### config.mk
export PLATFORM = sky130hd
export DESIGN_NAME = plb_back
export DESIGN_NICKNAME = d
export VERILOG_FILES = /design/src/sv/plb_pkg.sv /design/src/sv/plb_back.sv
export SDC_FILE = /design/constraint.sdc
export NUM_CORES = 1
export LEC_CHECK = 0
export ABC_AREA = 1
export ABC_CLOCK_PERIOD_IN_PS = 4000
export BUFFER_PORTS_ARGS = -buffer_cell sky130_fd_sc_hd__buf_2
export CAP_MARGIN = 20
export CELL_PAD_IN_SITES_DETAIL_PLACEMENT = 1
export CELL_PAD_IN_SITES_GLOBAL_PLACEMENT = 1
export CORE_UTILIZATION = 38
export DETAILED_ROUTE_END_ITERATION = 10
export GPL_ROUTABILITY_DRIVEN = 0
export PLACE_DENSITY = 0.84
export SLEW_MARGIN = 25
export SYNTH_ARGS = -nofsm -noshare
export SYNTH_HDL_FRONTEND = slang
export SYNTH_SLANG_ARGS = --single-unit
### constraint.sdc
create_clock -name aclk -period 4 [get_ports aclk]
set_clock_uncertainty 0.1 [all_clocks]
set_input_delay 0.2 -clock aclk [delete_from_list [all_inputs] [get_ports aclk]]
set_output_delay 0.2 -clock aclk [all_outputs]
set_load 0.02 [all_outputs]
### src/sv/plb_pkg.sv
package plb_pkg;

    localparam int PALETTE_ENTRIES_DEF = 256;
    localparam int MAX_DIM_DEF         = 4096;

    localparam int OFFSET_W     = 27;
    localparam int COLOUR_W     = 32;
    localparam int CFG_ADDR_W   = 3;
    localparam int CFG_DATA_W   = 15;
    localparam int S_TDATA_W    = 48;
    localparam int M_TDATA_W    = 64;

    // Queue between the front and the back; a power of two.
    localparam int FIFO_DEPTH   = 4;
    localparam int FIFO_PTR_W   = $clog2(FIFO_DEPTH);
    localparam int FIFO_CNT_W   = $clog2(FIFO_DEPTH + 1);

    localparam logic [CFG_ADDR_W-1:0] REG_RECT_WIDTH   = 3'd0;
    localparam logic [CFG_ADDR_W-1:0] REG_RECT_HEIGHT  = 3'd1;
    localparam logic [CFG_ADDR_W-1:0] REG_DEPTH_MODE   = 3'd2;
    localparam logic [CFG_ADDR_W-1:0] REG_TARGET_PITCH = 3'd3;
    localparam logic [CFG_ADDR_W-1:0] REG_TARGET_LEFT  = 3'd4;
    localparam logic [CFG_ADDR_W-1:0] REG_TARGET_TOP   = 3'd5;

    localparam logic [1:0] DEPTH_8  = 2'd0;
    localparam logic [1:0] DEPTH_16 = 2'd1;
    localparam logic [1:0] DEPTH_24 = 2'd2;
    localparam logic [1:0] DEPTH_32 = 2'd3;

    localparam logic REQ_PALETTE = 1'b0;
    localparam logic REQ_PIXEL   = 1'b1;

    typedef struct packed {
        logic [12:0] rect_width;
        logic [12:0] rect_height;
        logic [1:0]  depth_mode;
        logic [14:0] target_pitch;
        logic [11:0] target_left;
        logic [11:0] target_top;
    } cfg_t;

    // One pixel on its way from the front to the back.
    typedef struct packed {
        logic [OFFSET_W-1:0] row_base;
        logic [OFFSET_W-1:0] col_bytes;
        logic [7:0]          pixel_value;
        logic                idx_ok;
        logic [COLOUR_W-1:0] colour;
        logic                row_end;
        logic                rect_end;
    } plb_entry_t;

endpackage

### src/sv/plb_back.sv
module plb_back
    import plb_pkg::*;
(
    input  logic                 aclk,
    input  logic                 aresetn,
    input  cfg_t                 cfg,
    input  plb_entry_t           head,
    input  logic                 head_valid,
    output logic                 pop,
    output logic                 m_tvalid,
    input  logic                 m_tready,
    output logic [M_TDATA_W-1:0] m_tdata,
    output logic                 m_tlast,
    output logic                 m_tuser
);

    logic [OFFSET_W-1:0]  base_reg;
    logic                 m_valid_reg;
    logic [M_TDATA_W-1:0] m_data_reg;
    logic                 m_last_reg;
    logic                 m_user_reg;

    logic                 load;
    logic [OFFSET_W-1:0]  offset;
    logic [COLOUR_W-1:0]  entry;
    logic [COLOUR_W-1:0]  data;
    logic [2:0]           byte_count;

    // Origin row offset; user, not block, keeps config stable in flight.
    always_ff @(posedge aclk) begin
        base_reg <= OFFSET_W'(cfg.target_pitch) * OFFSET_W'(cfg.target_top);
    end

    assign load = head_valid && (!m_valid_reg || m_tready);
    assign pop  = load;

    assign offset     = base_reg + head.row_base + head.col_bytes;
    assign entry      = head.idx_ok ? head.colour : '0;
    assign byte_count = {1'b0, cfg.depth_mode} + 3'd1;

    always_comb begin
        case (cfg.depth_mode)
            DEPTH_8:  data = {24'd0, head.pixel_value};
            DEPTH_16: data = {16'd0, entry[15:0]};
            DEPTH_24: data = {8'd0, entry[23:0]};
            DEPTH_32: data = entry;
            default:  data = entry;
        endcase
    end

    always_ff @(posedge aclk) begin
        if (!aresetn) begin
            m_valid_reg <= 1'b0;
        end else if (load) begin
            m_valid_reg <= 1'b1;
        end else if (m_tready) begin
            m_valid_reg <= 1'b0;
        end
    end

    always_ff @(posedge aclk) begin
        if (load) begin
            m_data_reg <= {2'b00, byte_count, data, offset};
            m_last_reg <= head.row_end;
            m_user_reg <= head.rect_end;
        end
    end

    assign m_tvalid = m_valid_reg;
    assign m_tdata  = m_data_reg;
    assign m_tlast  = m_last_reg;
    assign m_tuser  = m_user_reg;

endmodule

# ---- Yosys cells after proc, flatten, opt, wreduce, memory -nomap -nowiden
# Cells that the tools add are included.
dict set report totals {
  input_bits 168
  regBits 92
  word_cells 21
  output_inout_bits 68
}
dict set report op_classes {
  n_eq_ne 3
  n_mux 4
  add_sub_neg 3
  multipliers 1
  reduce_logical 5
}
# operator count
set op_table {}
lappend op_table {{one-hot mux 32 bit (4 select lines)} 1}
lappend op_table {{adder 27 bit} 2}
lappend op_table {{2-to-1 mux 32 bit} 1}
lappend op_table {{multiplier 15 x 12 -> 27 bit} 1}
lappend op_table {{equality test 2 bit (second input constant)} 2}
lappend op_table {{adder 2 x 1 -> 3 bit (second input constant)} 1}
lappend op_table {{equality test 2 x 1 -> 1 bit (second input constant)} 1}
lappend op_table {{logical NOT 2 bit} 1}
lappend op_table {{2-to-1 mux 1 bit} 2}
lappend op_table {{nonzero test 2 bit} 1}
lappend op_table {{logical AND 1 bit} 1}
lappend op_table {{logical NOT 1 bit} 1}
lappend op_table {{logical OR 1 bit} 1}

# ---- Logic depth before layout (Yosys ltp)
dict set report logic_depth {
  ltp_word 4
  ltp_mapped 23
  mapped_depth_nobuf 22
}

# ---- Worst setup path before layout
# No wires, ideal clock.
dict set report synth_path {
  path_type {register to register}
  startpoint {register m_valid_reg, in the netlist m_tvalid}
  endpoint {register m_data_reg[0], in the netlist m_tdata[0] (enable)}
  t_arrival_ns 3.818
  period_less_slack_ns 4.439
  path_slack_ns -0.439
  setup_ns 0.521
  stages_incl_launch_ff 2
  t_required_ns 3.379
  n_path_buf 0
  path_cell_list {dfxtp_1 > a21oi_1}
}
dict set report synth_via {
  elab_chain_len 3
}
# element line
set synth_lines {}
lappend synth_lines {{start, declared} plb_back.sv:18} ;# logic m_valid_reg;
lappend synth_lines {{start signal, assigned} plb_back.sv:53} ;# m_valid_reg <= 1'b0;
lappend synth_lines {{start signal, assigned} plb_back.sv:55} ;# m_valid_reg <= 1'b1;
lappend synth_lines {{start signal, assigned} plb_back.sv:57} ;# m_valid_reg <= 1'b0;
lappend synth_lines {{logical NOT 1 bit} plb_back.sv:34} ;# assign load = head_valid && (!m_valid_reg || m_tready);
lappend synth_lines {{logical OR 1 bit} plb_back.sv:34}
lappend synth_lines {{logical AND 1 bit} plb_back.sv:34}
lappend synth_lines {{net pop} plb_back.sv:9} ;# output logic pop,
lappend synth_lines {{end signal, assigned} plb_back.sv:63} ;# m_data_reg <= {2'b00, byte_count, data, offset};
lappend synth_lines {{end, declared} plb_back.sv:19} ;# logic [M_TDATA_W-1:0] m_data_reg;
# The timed path passes the listed nets, and every way through them passes these cells.
# A chain may end at the register's enable or synchronous reset.

# ---- Worst setup path in the final report
dict set report layout_path {
  startpoint {input cfg[3] (netlist bit)}
  endpoint {register base_reg[21]}
}
dict set report layout_via {
  elab_chain_len 1
}
# element line
set layout_lines {}
lappend layout_lines {{start, declared} plb_back.sv:6} ;# input cfg_t cfg,
lappend layout_lines {{multiplier 15 x 12 -> 27 bit} plb_back.sv:31} ;# base_reg <= OFFSET_W'(cfg.target_pitch) * OFFSET_W'(cfg.target_top);
lappend layout_lines {{end signal, assigned} plb_back.sv:31}
lappend layout_lines {{end, declared} plb_back.sv:17} ;# logic [OFFSET_W-1:0] base_reg;
# Every way passes these cells.

==> reports/qor.yml <==
criticalPathCategory: "in2reg"
netlist.area_leader.share_pct: 27.2
synth-seq-area-share_pct: 21.5
synth_top_flop_cell: "edfxtp_1"
initial_core_util_pct: 38.8
ir_drop_v: 0.000833
hold_path_depth: 2
crit_path_max_fanout: 6
io_buffers: 195
nNetsFinal: 2147
maxSlewViolCount: 0
htree_levels: 3
yosys_warnings: 0
crit_path_top_delay_cell: "fa_1"
core_sq_um: 29800
fillers: 3627
synth.distinct_cells: 36
finalSetupTns_ps: -1900
cp_top_family: "adder cells"
area_growth_pct: 28.6
drv_cap: 0
rsz0062_at_grt: "yes"
setup_slack_ps: -231
routed_wl_um: 39200
cts_buffers: 9
antenna_found_initial: 0
setup_violations: 15
required_ps: 4160
first_pass_iters: 5
grt_overflow: 0
worst_pin_slew_ps: 746
p_total_mw: 15.3
crit_buf_inv: 9
outcome: "complete, but fails checks"
violations: "negative setup slack"
start_kind: "input pin"
post_dp_cell_area_sq_um: 13700
grt_max_degree: 39
antenna_left: 0
dpl.hpwl_um: 30200
synth_top_area_cell: "fa_1"
synthCells: 1453
boundaryPins: 236
synthesis.area_sq_um: 11500
finalCritPeriodShare_pct: 106
crit_top_cell: "fa_1"
gr-usage-met3_pct: 2.80
hold_viol: 0
fin_util_pct: 49.8
cts-root-buf: "clkbuf_16"
crit_chain: "buf_8, buf_12, buf_6, nand2_4, fa_1, fa_1, inv_1, fa_1, fa_1, inv_2, fa_1, inv_2, ha_4, nand2_4, inv_6, nand2_4, buf_4, buf_4, nor2_2, nand2_1, nand3_1, nand2_1"
final_common_cell: "nand2_1"
synth_area_leaders: "fa_1 (27%), edfxtp_1 (17%), nand2_1 (14%)"
cts_tree: "yes"
finalCriticalPeriod_ps: 4230
routed_via_density: 5.03
grt_use_met1_pct: 28.0
die_w_um: 176
clock_sinks: 92
critPathCaptureType: "register"
drt_iter0_markers: 574
synth_edf_count: 64
rr_worst_depth: 11
met2_usage_pct: 46.5
layout_common_cells: "nand2_1 (380), inv_1 (318), buf_2 (176), fa_1 (148), buf_4 (90)"
p_per_area_nw_per_um2: 1030
wl_per_cell_um: 18.5
num_antenna_cells: 0
rows: 63
slowest_delay_ps: 520
clkSlewWorstSetupHoldPaths_ps: 80
drc: 0
grt-busiest-layer: "met2"
clk_latency_ps: 370
cp.depth: 22
ys_seq_elements: 92
die_y_um: 176
num_vias: 10670
largest_reg_flops: 62
fmax_mhz: 236
final_cell_area_sq_um: 14800
drive_gt1_share_pct: 29.3
grt.total_usage_pct: 24.4
slew_headroom_pct: 50.1
grt_pass1_vias: 11730
grt_pass1_wl_um: 58600
die-area_sq_um: 31100
synth-async-reset-ratio_pct: 0
min_path_type: "in2reg"
leakagePower_nw: 8.03
crit_arrival_ps: 4390
ctsLongestPathBuffers: 2
synth.avg_cell_area_sq_um: 7.95
==> layout make-up <==
class                           count  area (sq um)  share of cell area (%)
Sequential cell                    92          2480                    16.7
Timing Repair Buffer              298          2000                    13.5
Clock inverter                      6          88.8                   0.598
Tap cell                          390           488                    3.29
Inverter                          358          1360                    9.13
Clock buffer                       10           229                    1.54
Multi-Input combinational cell    969          8200                    55.2
==> worst register-to-register path, cell delays in order, from the launching register on <==
cell	delay (ps)
dfxtp_1	320
fa_1	490
ha_1	270
inv_1	110
fa_1	470
nand3b_1	230
nand2_2	160
nand2_1	70
nand2_1	120
nand3_1	110
nand4_1	90
nand2_1	60
==> kinds of logic (layout without fill, tap and decap cells) <==
group                      count (synthesis)  in the layout  synth area share [%]
xor gates and xnor gates                  32             32                  2.43
buffers and inverters                    393            672                  12.9
AOI/OAI and AO/OA                         60             60                  2.75
adders and majority gates                251            251                  37.4
other                                      1              2                0.0325
DFF                                       92             92                  21.5
and+or+nand+nor                          624            624                  22.9
==> worst paths after layout <==
kind / from / end / slack, ps
worst min-delay path: aresetn / m_tvalid / 20
worst max-delay path: cfg[3] / base_reg[21] / -230
worst min register to register: m_tvalid / m_tvalid / 450
worst max register to register: base_reg[1] / m_tdata[25] / 1160
==> power by group <==
group	switching, mW	internal (mW)
registers	0.129	1.52
logic	7.69	5.06
clock network	0.381	0.548
==> repair_timing <==
action / in CTS / in global routing
endpoints found under the setup margin: 16 / 18
hold buffers: 2 / 0
resized for setup: 99 / 105
buffers inserted: 7 / 5
pin swaps: 48 / 56
endpoints found under the hold margin: 2 / 0
gates cloned: 0 / 1
==> layer usage <==
metal	part of all wire (%)	wire length (um)
met1	38	15000
met2	53	20700
met3	5.0	1980
met4	3.8	1500
met5	0	0
==> synth_stat cells, drive strengths merged (18+ instances only) <==
master / instances
edfxtp: 64
fa: 157
nand2: 460
ha: 94
xor2: 21
a21oi: 35
nand3: 46
o21ai: 18
dfxtp: 28
clkbuf: 27
inv: 357
nor2: 78
==> per-stage QoR <==
stage          setup slack, ps  instances  hold slack (ps)
6_report                  -231       2123             24.0
5_1_grt                   -368       2123             40.3
4_1_cts                   -146       2117             14.6
3_5_place_dp              -753       2092              281
3_3_place_gp              -669       2092              277
2_1_floorplan            -71.5       1454              193
Note: power is estimated with default switching activity, not from simulation.
