**config.mk**
```make
export PLATFORM = sky130hd
export DESIGN_NAME = plb_fifo
export DESIGN_NICKNAME = d
export VERILOG_FILES = /design/src/sv/plb_pkg.sv /design/src/sv/plb_fifo.sv
export SDC_FILE = /design/constraint.sdc
export NUM_CORES = 1
export LEC_CHECK = 0
export ABC_AREA = 1
export BUFFER_PORTS_ARGS = -buffer_cell sky130_fd_sc_hd__buf_4
export CORE_MARGIN = 2
export CORE_UTILIZATION = 60
export DETAILED_ROUTE_END_ITERATION = 16
export PLACE_DENSITY = 0.8
export SETUP_SLACK_MARGIN = 0.3
export SLEW_MARGIN = 20
export SYNTH_ARGS = -nofsm -noshare
export SYNTH_HDL_FRONTEND = slang
export SYNTH_SLANG_ARGS = --single-unit
```
**constraint.sdc**
```tcl
create_clock -name aclk -period 9.1 [get_ports aclk]
set_clock_uncertainty 0.1 [all_clocks]
set_input_delay 0.91 -clock aclk [delete_from_list [all_inputs] [get_ports aclk]]
set_output_delay 0.91 -clock aclk [all_outputs]
set_load 0.02 [all_outputs]
```
**src/sv/plb_pkg.sv**
```systemverilog
package plb_pkg;

    localparam int PALETTE_ENTRIES_DEF = 256;
    localparam int MAX_DIM_DEF         = 4096;

    localparam int OFFSET_W     = 27;
    localparam int COLOUR_W     = 32;
    localparam int CFG_ADDR_W   = 3;
    localparam int CFG_DATA_W   = 15;
    localparam int S_TDATA_W    = 48;
    localparam int M_TDATA_W    = 64;

    // Queue between the front and the back; a power of two.
    localparam int FIFO_DEPTH   = 4;
    localparam int FIFO_PTR_W   = $clog2(FIFO_DEPTH);
    localparam int FIFO_CNT_W   = $clog2(FIFO_DEPTH + 1);

    localparam logic [CFG_ADDR_W-1:0] REG_RECT_WIDTH   = 3'd0;
    localparam logic [CFG_ADDR_W-1:0] REG_RECT_HEIGHT  = 3'd1;
    localparam logic [CFG_ADDR_W-1:0] REG_DEPTH_MODE   = 3'd2;
    localparam logic [CFG_ADDR_W-1:0] REG_TARGET_PITCH = 3'd3;
    localparam logic [CFG_ADDR_W-1:0] REG_TARGET_LEFT  = 3'd4;
    localparam logic [CFG_ADDR_W-1:0] REG_TARGET_TOP   = 3'd5;

    localparam logic [1:0] DEPTH_8  = 2'd0;
    localparam logic [1:0] DEPTH_16 = 2'd1;
    localparam logic [1:0] DEPTH_24 = 2'd2;
    localparam logic [1:0] DEPTH_32 = 2'd3;

    localparam logic REQ_PALETTE = 1'b0;
    localparam logic REQ_PIXEL   = 1'b1;

    typedef struct packed {
        logic [12:0] rect_width;
        logic [12:0] rect_height;
        logic [1:0]  depth_mode;
        logic [14:0] target_pitch;
        logic [11:0] target_left;
        logic [11:0] target_top;
    } cfg_t;

    // One pixel on its way from the front to the back.
    typedef struct packed {
        logic [OFFSET_W-1:0] row_base;
        logic [OFFSET_W-1:0] col_bytes;
        logic [7:0]          pixel_value;
        logic                idx_ok;
        logic [COLOUR_W-1:0] colour;
        logic                row_end;
        logic                rect_end;
    } plb_entry_t;

endpackage

```
**src/sv/plb_fifo.sv**
```systemverilog
module plb_fifo
    import plb_pkg::*;
(
    input  logic                  aclk,
    input  logic                  aresetn,
    input  logic                  push,
    input  plb_entry_t            push_entry,
    input  logic                  pop,
    output plb_entry_t            head,
    output logic                  head_valid,
    output logic [FIFO_CNT_W-1:0] count
);

    plb_entry_t            slots [FIFO_DEPTH];
    logic [FIFO_PTR_W-1:0] wr_ptr_reg, wr_ptr_next;
    logic [FIFO_PTR_W-1:0] rd_ptr_reg, rd_ptr_next;
    logic [FIFO_CNT_W-1:0] count_reg, count_next;

    always_comb begin
        wr_ptr_next = push ? wr_ptr_reg + 1'b1 : wr_ptr_reg;
        rd_ptr_next = pop ? rd_ptr_reg + 1'b1 : rd_ptr_reg;
        count_next  = count_reg;
        if (push && !pop) begin
            count_next = count_reg + 1'b1;
        end else if (pop && !push) begin
            count_next = count_reg - 1'b1;
        end
    end

    always_ff @(posedge aclk) begin
        if (push) begin
            slots[wr_ptr_reg] <= push_entry;
        end
    end

    always_ff @(posedge aclk) begin
        if (!aresetn) begin
            wr_ptr_reg <= '0;
            rd_ptr_reg <= '0;
            count_reg  <= '0;
        end else begin
            wr_ptr_reg <= wr_ptr_next;
            rd_ptr_reg <= rd_ptr_next;
            count_reg  <= count_next;
        end
    end

    assign head       = slots[rd_ptr_reg];
    assign head_valid = count_reg != '0;
    assign count      = count_reg;

    a_no_overflow: assert property (@(posedge aclk) disable iff (!aresetn)
        push && !pop |-> count_reg < FIFO_CNT_W'(FIFO_DEPTH))
        else $error("queue written while full");

    a_no_underflow: assert property (@(posedge aclk) disable iff (!aresetn)
        pop |-> count_reg != '0)
        else $error("queue read while empty");

    a_count_bound: assert property (@(posedge aclk) disable iff (!aresetn)
        count_reg <= FIFO_CNT_W'(FIFO_DEPTH))
        else $error("queue count beyond depth");

    a_ptr_track: assert property (@(posedge aclk) disable iff (!aresetn)
        count_reg == '0 |-> wr_ptr_reg == rd_ptr_reg)
        else $error("empty queue with unequal pointers");

endmodule

```
Word level (Yosys, flattened, before mapping)
Memory sizes are Yosys's and may differ from the RTL's. A register that Yosys moved wholly into a read port is not among the register bits.
Cells that the tools add are included.

word-level totals
  output and inout port bits = 101
  memory bits (read-only) = 0
  RAM bits = 388
  register bits after elaboration = 7
  input bits = 101
  bits in latches = 0
  logic and storage cells = 20
  memories = 1

memories
  name   words  bits a word  read ports  clocked after memory_dff  wr ports  line            source
  slots  4      97           1           1                         1         plb_fifo.sv:14  plb_entry_t slots [FIFO_DEPTH];

cells by class
  equality and inequality tests = 0
  divide/modulo/power cells = 0
  shifts and indexed selects = 0
  multiply operators = 0
  muxes and demuxes = 6
  magnitude comparators = 0
  add/subtract/negate cells = 4
  bitwise gates (word level) = 0
  reductions and logical operators = 6

operators with widths
  kind                                                                 number
  3-bit 2-to-1 mux                                                     2
  2-bit by 1-bit adder with 2-bit output (second input constant)       2
  2-bit 2-to-1 mux                                                     2
  3-bit by 1-bit adder with 3-bit output (second input constant)       1
  3-bit nonzero test                                                   1
  3-bit by 1-bit subtractor with 3-bit output (second input constant)  1
  1-bit logical AND                                                    2
  1-bit zero test                                                      2
  1-bit 2-to-1 mux                                                     2
  2-bit nonzero test                                                   1

Depth between registers and ports, before layout
Gate-level depths: netlist of run 1.

  word-level depth = 4
  gate-level depth with buffers = 10
  mapped depth without buffers = 10

Worst setup path after synthesis of run 1
OpenSTA, ideal clock, no wires.

  path type = input -> register
  from = in push
  to = mem slots[0][0] (netlist name) (enable)
  cell stages on the path = 2
  setup time = 0.451 ns
  arrival = 2.818 ns
  setup slack = 5.731 ns
  data required time = 8.549 ns
  path buffers = 0
  path through = nand2_1 > inv_1

on the way
  cells in the longest elaborated chain, start to end = 2

RTL lines
  item                                    line            source
  from (decl)                             plb_fifo.sv:6   input logic push,
  1-bit 2-to-1 mux                        plb_fifo.sv:31  if (push) begin
  1-bit 2-to-1 mux (not written as such)  plb_fifo.sv:32  slots[wr_ptr_reg] <= push_entry;
  to (decl)                               plb_fifo.sv:14

Every way passes these cells.

==> metrics, run 1 <==
TritonCTS buffer count 39; die height 161 um; fin crit share 47.6%; antenna violations before repair 0; Worst Setup EP head[9]; first-pass GRT wire length 45700 um; mean post-synth cell area 14.9 sq um; Least-Margin Pin Slew 1.06 ns; clk_lat worst skew 0.52 ns; multi-input logic area 2510 sq um; CTS sink cnt 397; drt wl/cell 19.3 um; Period minus WS final 4.33 ns; Max Clk Rate 0.231 GHz; RSZ-0062 raised after global routing no; yosys warns 0; vias in the first global route 8737; min-delay worst type reg2reg; GR Util met2 37.7%; synthesized net count 1102; CORE AREA 24200 sq um; worst r2r path cells 5; gr busiest metal met2; CP endpoint kind output port; kind of critical path reg2out; fin cells 1536; routability cong. 0.729; crit path max fanout 125; post-synthesis register bit count 397; status finished clean; commonest non-fill, non-tap cell in the layout edfxtp_1; Rows 57; synthesized area 14800 sq um; P_leak 0.00617 uW; Unique masters post-synth 19; P&R area growth vs syn 19.2%; Initial Util 61.0%; Reg area 11800 sq um; setup repair bufs after CTS 0; sequential-to-total area share from yosys stat 80.0%; nets@finish 1290; Post-CTS Hold Buffers 0; DRT Wirelength 29700 um; ANT nets after route 0; GR Overflow Total 0; io pins 202; post-cts sizing count 0; Die Span X 161 um; Max-Cap Viols 0; Root Buffer clkbuf_16; # DRC 0; vias per cell 5.70; Largest register FFs 388; worst rel slew slack 29.2%; Via Count 8759; Worst VDD drop 0.000133 V; TritonRoute pass-1 iters 5; CP Launch Type flip-flop; CTS tree yes; critical path arrival 3.32 ns; Die Area 25900 sq um; Required @ worst endpoint 8.09 ns; met3 Usage GRT 5.37%; placed insts 1466; deepest clock path buffer count 3; H-tree depth 2; power per standard cell area 231 nW/um^2; final hold vios 0; R2R Setup Slk 6.60 ns; FILL cells 1571; Reg2Reg Launch Point wr_ptr_reg[0]; GRT Total Usage 22.7%; dpl hpwl 15900 um; most frequent cells in the layout 388 x edfxtp_1, 209 x buf_4, 200 x nor2_1, 137 x o21ai_0, 97 x o22ai_1; Synth Instances 995; Diodes inserted 0; share of layout cells above drive strength 1 22.2%; port buffer count 201; number of DRC markers in iteration 0 773; largest net degree at the start of global routing 126; setup violators final 0; pins over their slew limit 0; reg2reg end slots[0][42]; sum of negative setup slack 0 ns; clock slew at reported path FFs 0.06 ns; grt met1 use 30.6%
[logic make-up after synthesis]
kind of cell    count (synthesis)  synth area share [%]
compound gates                301                  11.0
fa+ha+maj                       6                 0.559
buf+inv                        79                  2.97
flops                         397                  80.0
simple gates                  212                  5.41
[metal layers]
metal	share of wire (%)	routed length, um	vias to the layer above
met2	49	14600	331
li1	-	-	4131
met4	1.8	529	0
met3	7.7	2280	44
met5	0	0	-
met1	41	12300	4253
[power breakdown]
part           switching, uW  leakage [uW]  total (uW)  internal, uW
sequential              27.6       0.00364        2120          2090
combinational            280       0.00194         439           159
clock                    621      0.000592        1520           895
[worst min path at each step]
| stage | startpoint | to | slack, ns | cells past startpoint |
|---|---|---|---|---|
| 3_3_place_gp | rd_ptr_reg[1] | flip-flop | 0.32 | 1 |
| 3_5_place_dp | rd_ptr_reg[1] | flip-flop | 0.35 | 1 |
| 6_report | rd_ptr_reg[1] | flip-flop | 0.37 | 1 |
| 4_1_cts | rd_ptr_reg[1] | flip-flop | 0.36 | 1 |
| 2_1_floorplan | rd_ptr_reg[1] | flip-flop | 0.31 | 1 |
| 5_1_grt | rd_ptr_reg[1] | flip-flop | 0.39 | 1 |
[critical path, stage by stage (launching register included)]
cell	delay, ns
dfxtp_4	0.65
inv_6	0.81
buf_4	0.73
o21ai_0	0.16
o22ai_1	0.24
buf_4	0.19
[area by class of cell]
class,count,share of cell area (%)
sequential,397,67.2
multi-input combinational,519,14.2
timing repair buffer,209,8.90
clock buffer,53,6.19
tap,324,2.30
clock inverter,17,0.738
inverter,17,0.447
[Yosys cell counts (all sizes together)]
cell      n  share of area, %
edfxtp  388                79
nor2    200               5.1
o21ai   200               6.8
o22ai    97               4.1
buf      34               1.8
clkbuf   28              0.74
inv      17              0.45
nand2    10              0.25
dfxtp     9               1.2
ha        5              0.42
a21oi     4              0.14
fa        1              0.14
nand3     1             0.034
nand4     1             0.042
[through the flow]
stage | hold WS, ns | instance area (sq um) | worst slack (ns) | total power, uW | util (%)
floorplan | 0.312 | 14800 | 5.73 | 2400 | -
global placement | 0.322 | 16400 | 5.33 | 2590 | 67.6
detailed placement | 0.346 | 16400 | 5.27 | 2600 | 67.6
CTS | 0.364 | 17600 | 4.69 | 4100 | 72.7
global route | 0.388 | 17600 | 4.48 | 4210 | 72.7
finish | 0.368 | 17600 | 4.77 | 4070 | 72.7
No activity file was read; power rests on OpenSTA's default activity.
==> inputs of run 2 (changes only) <==
ABC_AREA = 0   (was 1)
CORE_UTILIZATION = 51   (was 60)
PLACE_DENSITY = 0.72   (was 0.8)
clock period = 3.8 ns   (was 9.1 ns; I/O delays follow)
==> run 2 against run 1 <==
- routed wire length shrank 8.1%
- global-route usage shrank 4.0 points
- utilization shrank 5.8 points
- largest power group unchanged
==> metrics, run 2 <==
status finished clean (unchanged); max incr delay on CP 0.73 ns (was 0.81 ns); crit-path cells buf_12, mux4_2, buf_4 (was inv_6, buf_4, o21ai_0, o22ai_1, buf_4); synthesized net count 656 (was 1102); share of layout cells above drive strength 1 40.2% (was 22.2%); Max-Cap Viols 0 (unchanged); Largest register FFs 388 (unchanged); TritonCTS buffer count 40 (was 39); WL met1 11100 um (was 12300 um); clk_lat worst skew 0.51 ns (was 0.52 ns); Yosys top cell by area edfxtp_1 (unchanged); metal2 WL 14000 um (was 14600 um); post-cts sizing count 0 (unchanged); setup violators final 0 (unchanged); io pins 202 (unchanged); Initial Util 51.9% (was 61.0%); DRT Wirelength 27300 um (was 29700 um); fin crit share 77.1%; largest net degree at the start of global routing 65 (was 126); CORE AREA 27800 sq um (was 24200 sq um); P_leak 0.00631 uW (was 0.00617 uW); Unique masters post-synth 19 (unchanged); synth cell count leaders 388 x edfxtp_1, 97 x mux4_2, 11 x buf_2 (was 388 x edfxtp_1, 200 x nor2_1, 137 x o21ai_0); Die Span X 172 um (was 161 um); synthesized area 14400 sq um (was 14800 sq um); nets@finish 981 (was 1290); CP max-delay cell dfxtp_4 (was inv_6); routability cong. 0.708 (was 0.729); RSZ-0062 raised after global routing no (unchanged); post-synthesis register bit count 397 (unchanged); multi-input logic area 2440 sq um (was 2510 sq um); GR Overflow Total 0 (unchanged); xor and xnor area share after synthesis 0.304% (was 0%); met3 wire length 1730 um (was 2280 um); count leader, synth edfxtp_1 (unchanged); CP Launch Type flip-flop (unchanged); Synth Instances 549 (was 995); min-delay worst type in2reg (was reg2reg); largest family of logic cells by synthesized area multiplexers (was compound AO/OA/AOI/OAI gates); Synth async-reset ratio 0% (unchanged); Root Buffer clkbuf_16 (unchanged); clock slew at reported path FFs 0.06 ns (about the same); # DRC 0 (unchanged); pre-CTS setup slack 1.35 ns (was 5.27 ns); Worst VDD drop 0.000405 V (was 0.000133 V); mux cell area share after synthesis 15.3% (was 0%); ranking of synthesized cells by area edfxtp_1 81%, mux4_2 15%, dfxtp_1 1.2% (was edfxtp_1 79%, nor2_1 5.1%, o21ai_0 4.6%); mean post-synth cell area 26.3 sq um (was 14.9 sq um); CTS sink cnt 397 (unchanged); final hold vios 0 (unchanged); Rows 61 (was 57); Least-Margin Pin Slew 0.821 ns (was 1.06 ns); commonest non-fill, non-tap cell in the layout edfxtp_1 (unchanged); Tot Pwr 9930 uW (was 4070 uW); Top FF cell, synth edfxtp_1 (unchanged); Max Clk Rate 0.342 GHz; crit path max fanout 40 (was 125); worst rel slew slack 45.2% (was 29.2%); kind of critical path reg2out (unchanged); TritonRoute pass-1 iters 5 (unchanged); Top Layer Used met4 (unchanged); die height 172 um (was 161 um); Period minus WS final 2.93 ns; port buffer count 201 (unchanged); design area 18600 sq um (was 17600 sq um); Die Area 29600 sq um (was 25900 sq um); vias in the first global route 7458 (was 8737); GRT Total Usage 18.7% (was 22.7%); first-pass GRT wire length 41500 um (was 45700 um); drt wl/cell 21.3 um (was 19.3 um); Post-synth EDFFs 388 (unchanged); Synth Area in Compound Gates 0.0867% (was 11.0%); CTS tree yes (unchanged); Reg area 11800 sq um (about the same); pins over their slew limit 0 (unchanged); most frequent cells in the layout 388 x edfxtp_1, 201 x buf_4, 97 x mux4_2, 97 x dlygate4sd3_1, 41 x clkbuf_16 (was 388 x edfxtp_1, 209 x buf_4, 200 x nor2_1, 137 x o21ai_0, 97 x o22ai_1); FILL cells 1800 (was 1571); antenna violations before repair 2 (was 0); Simple-Gate Fraction of Synth Area 0.590% (was 5.41%); Required @ worst endpoint 3.32 ns (was 8.09 ns); top cell type's share of synthesized area 80.8% (was 78.8%); Via Count 6851 (was 8759); dpl hpwl 15700 um (was 15900 um); sum of negative setup slack 0 ns (unchanged); Placed Instance Area 16400 sq um (about the same); P&R area growth vs syn 28.8% (was 19.2%); yosys warns 0 (unchanged); ANT nets after route 0 (unchanged); post-synthesis adder-cell area fraction 0.573% (was 0.559%); H-tree depth 2 (unchanged); Worst Slack Setup Final 0.872 ns (was 4.77 ns); critical path arrival 2.45 ns (was 3.32 ns); CP endpoint kind output port (unchanged); deepest clock path buffer count 3 (unchanged); power per standard cell area 534 nW/um^2 (was 231 nW/um^2); number of DRC markers in iteration 0 487 (was 773); sequential-to-total area share from yosys stat 82.0% (was 80.0%); vias per cell 5.36 (was 5.70)
## run 2: final timing paths
path | start | slack, ns | cells after the start | endpoint
setup reg to reg | wr_ptr_reg[0] | 1.70 | 4 | slots[2][52]
hold / removal | aresetn | 0.04 | 2 | wr_ptr_reg[0]
hold reg to reg | count[2] | 0.43 | 2 | count[2]
setup / recovery | flip-flop | 0.87 | 3 | head[67]
## run 2: power by group
part           switching, uW  total (uW)  internal, uW  leakage [uW]
Clock                   1480        3580          2090      0.000575
Sequential              83.1        5110          5030       0.00364
Combinational            627        1240           608       0.00210
## run 2: area by class of cell
class,count,area share (%)
Sequential cell,397,63.7
Timing Repair Buffer,305,14.1
Multi-Input combinational cell,126,13.1
Clock buffer,49,5.68
Tap cell,378,2.55
Clock inverter,17,0.700
Inverter,4,0.0808
Antenna cell,2,0.0269
## run 2: kinds of logic (layout without fill, tap and decap cells)
kind of cell | after synthesis | count (layout)
adders and majority gates | 6 | 6
AOI/OAI and AO/OA | 2 | 2
xor gates and xnor gates | 5 | 5
other | 0 | 2
muxes | 99 | 99
buffers and inverters | 26 | 375
DFF | 397 | 397
and+or+nand+nor | 14 | 14
## run 2: timing repair
| item | 4_1_cts | 5_1_grt |
|---|---|---|
| hold buffers | 97 | 0 |
| setup buffers | 0 | 0 |
| setup endpoints to repair | 0 | 0 |
| endpoints found under the hold margin | 388 | 0 |
## run 2: per-stage QoR
| stage | utilization (%) | hold WS, ns | instances |
|---|---|---|---|
| 2_1_floorplan | - | 0.379 | 549 |
| 3_3_place_gp | 59.1 | 0.389 | 1113 |
| 3_5_place_dp | 59.1 | 0.417 | 1113 |
| 4_1_cts | 66.8 | 0.0203 | 1276 |
| 5_1_grt | 66.9 | 0.0324 | 1278 |
| 6_report | 66.9 | 0.0371 | 1278 |
## run 2: critical path: cells and delay by family, from the launching register on
family | cells | cell delay (ns)
flip-flops | 1 | 0.73
multiplexers | 1 | 0.59
buffers and inverters | 2 | 0.55
## run 2: layer usage
layer / vias to the layer above / global-route usage, %
li1: 2999 / -
met3: 35 / 3.94
met4: 0 / 4.97
met2: 247 / 32.3
met5: - / 0
met1: 3570 / 24.5
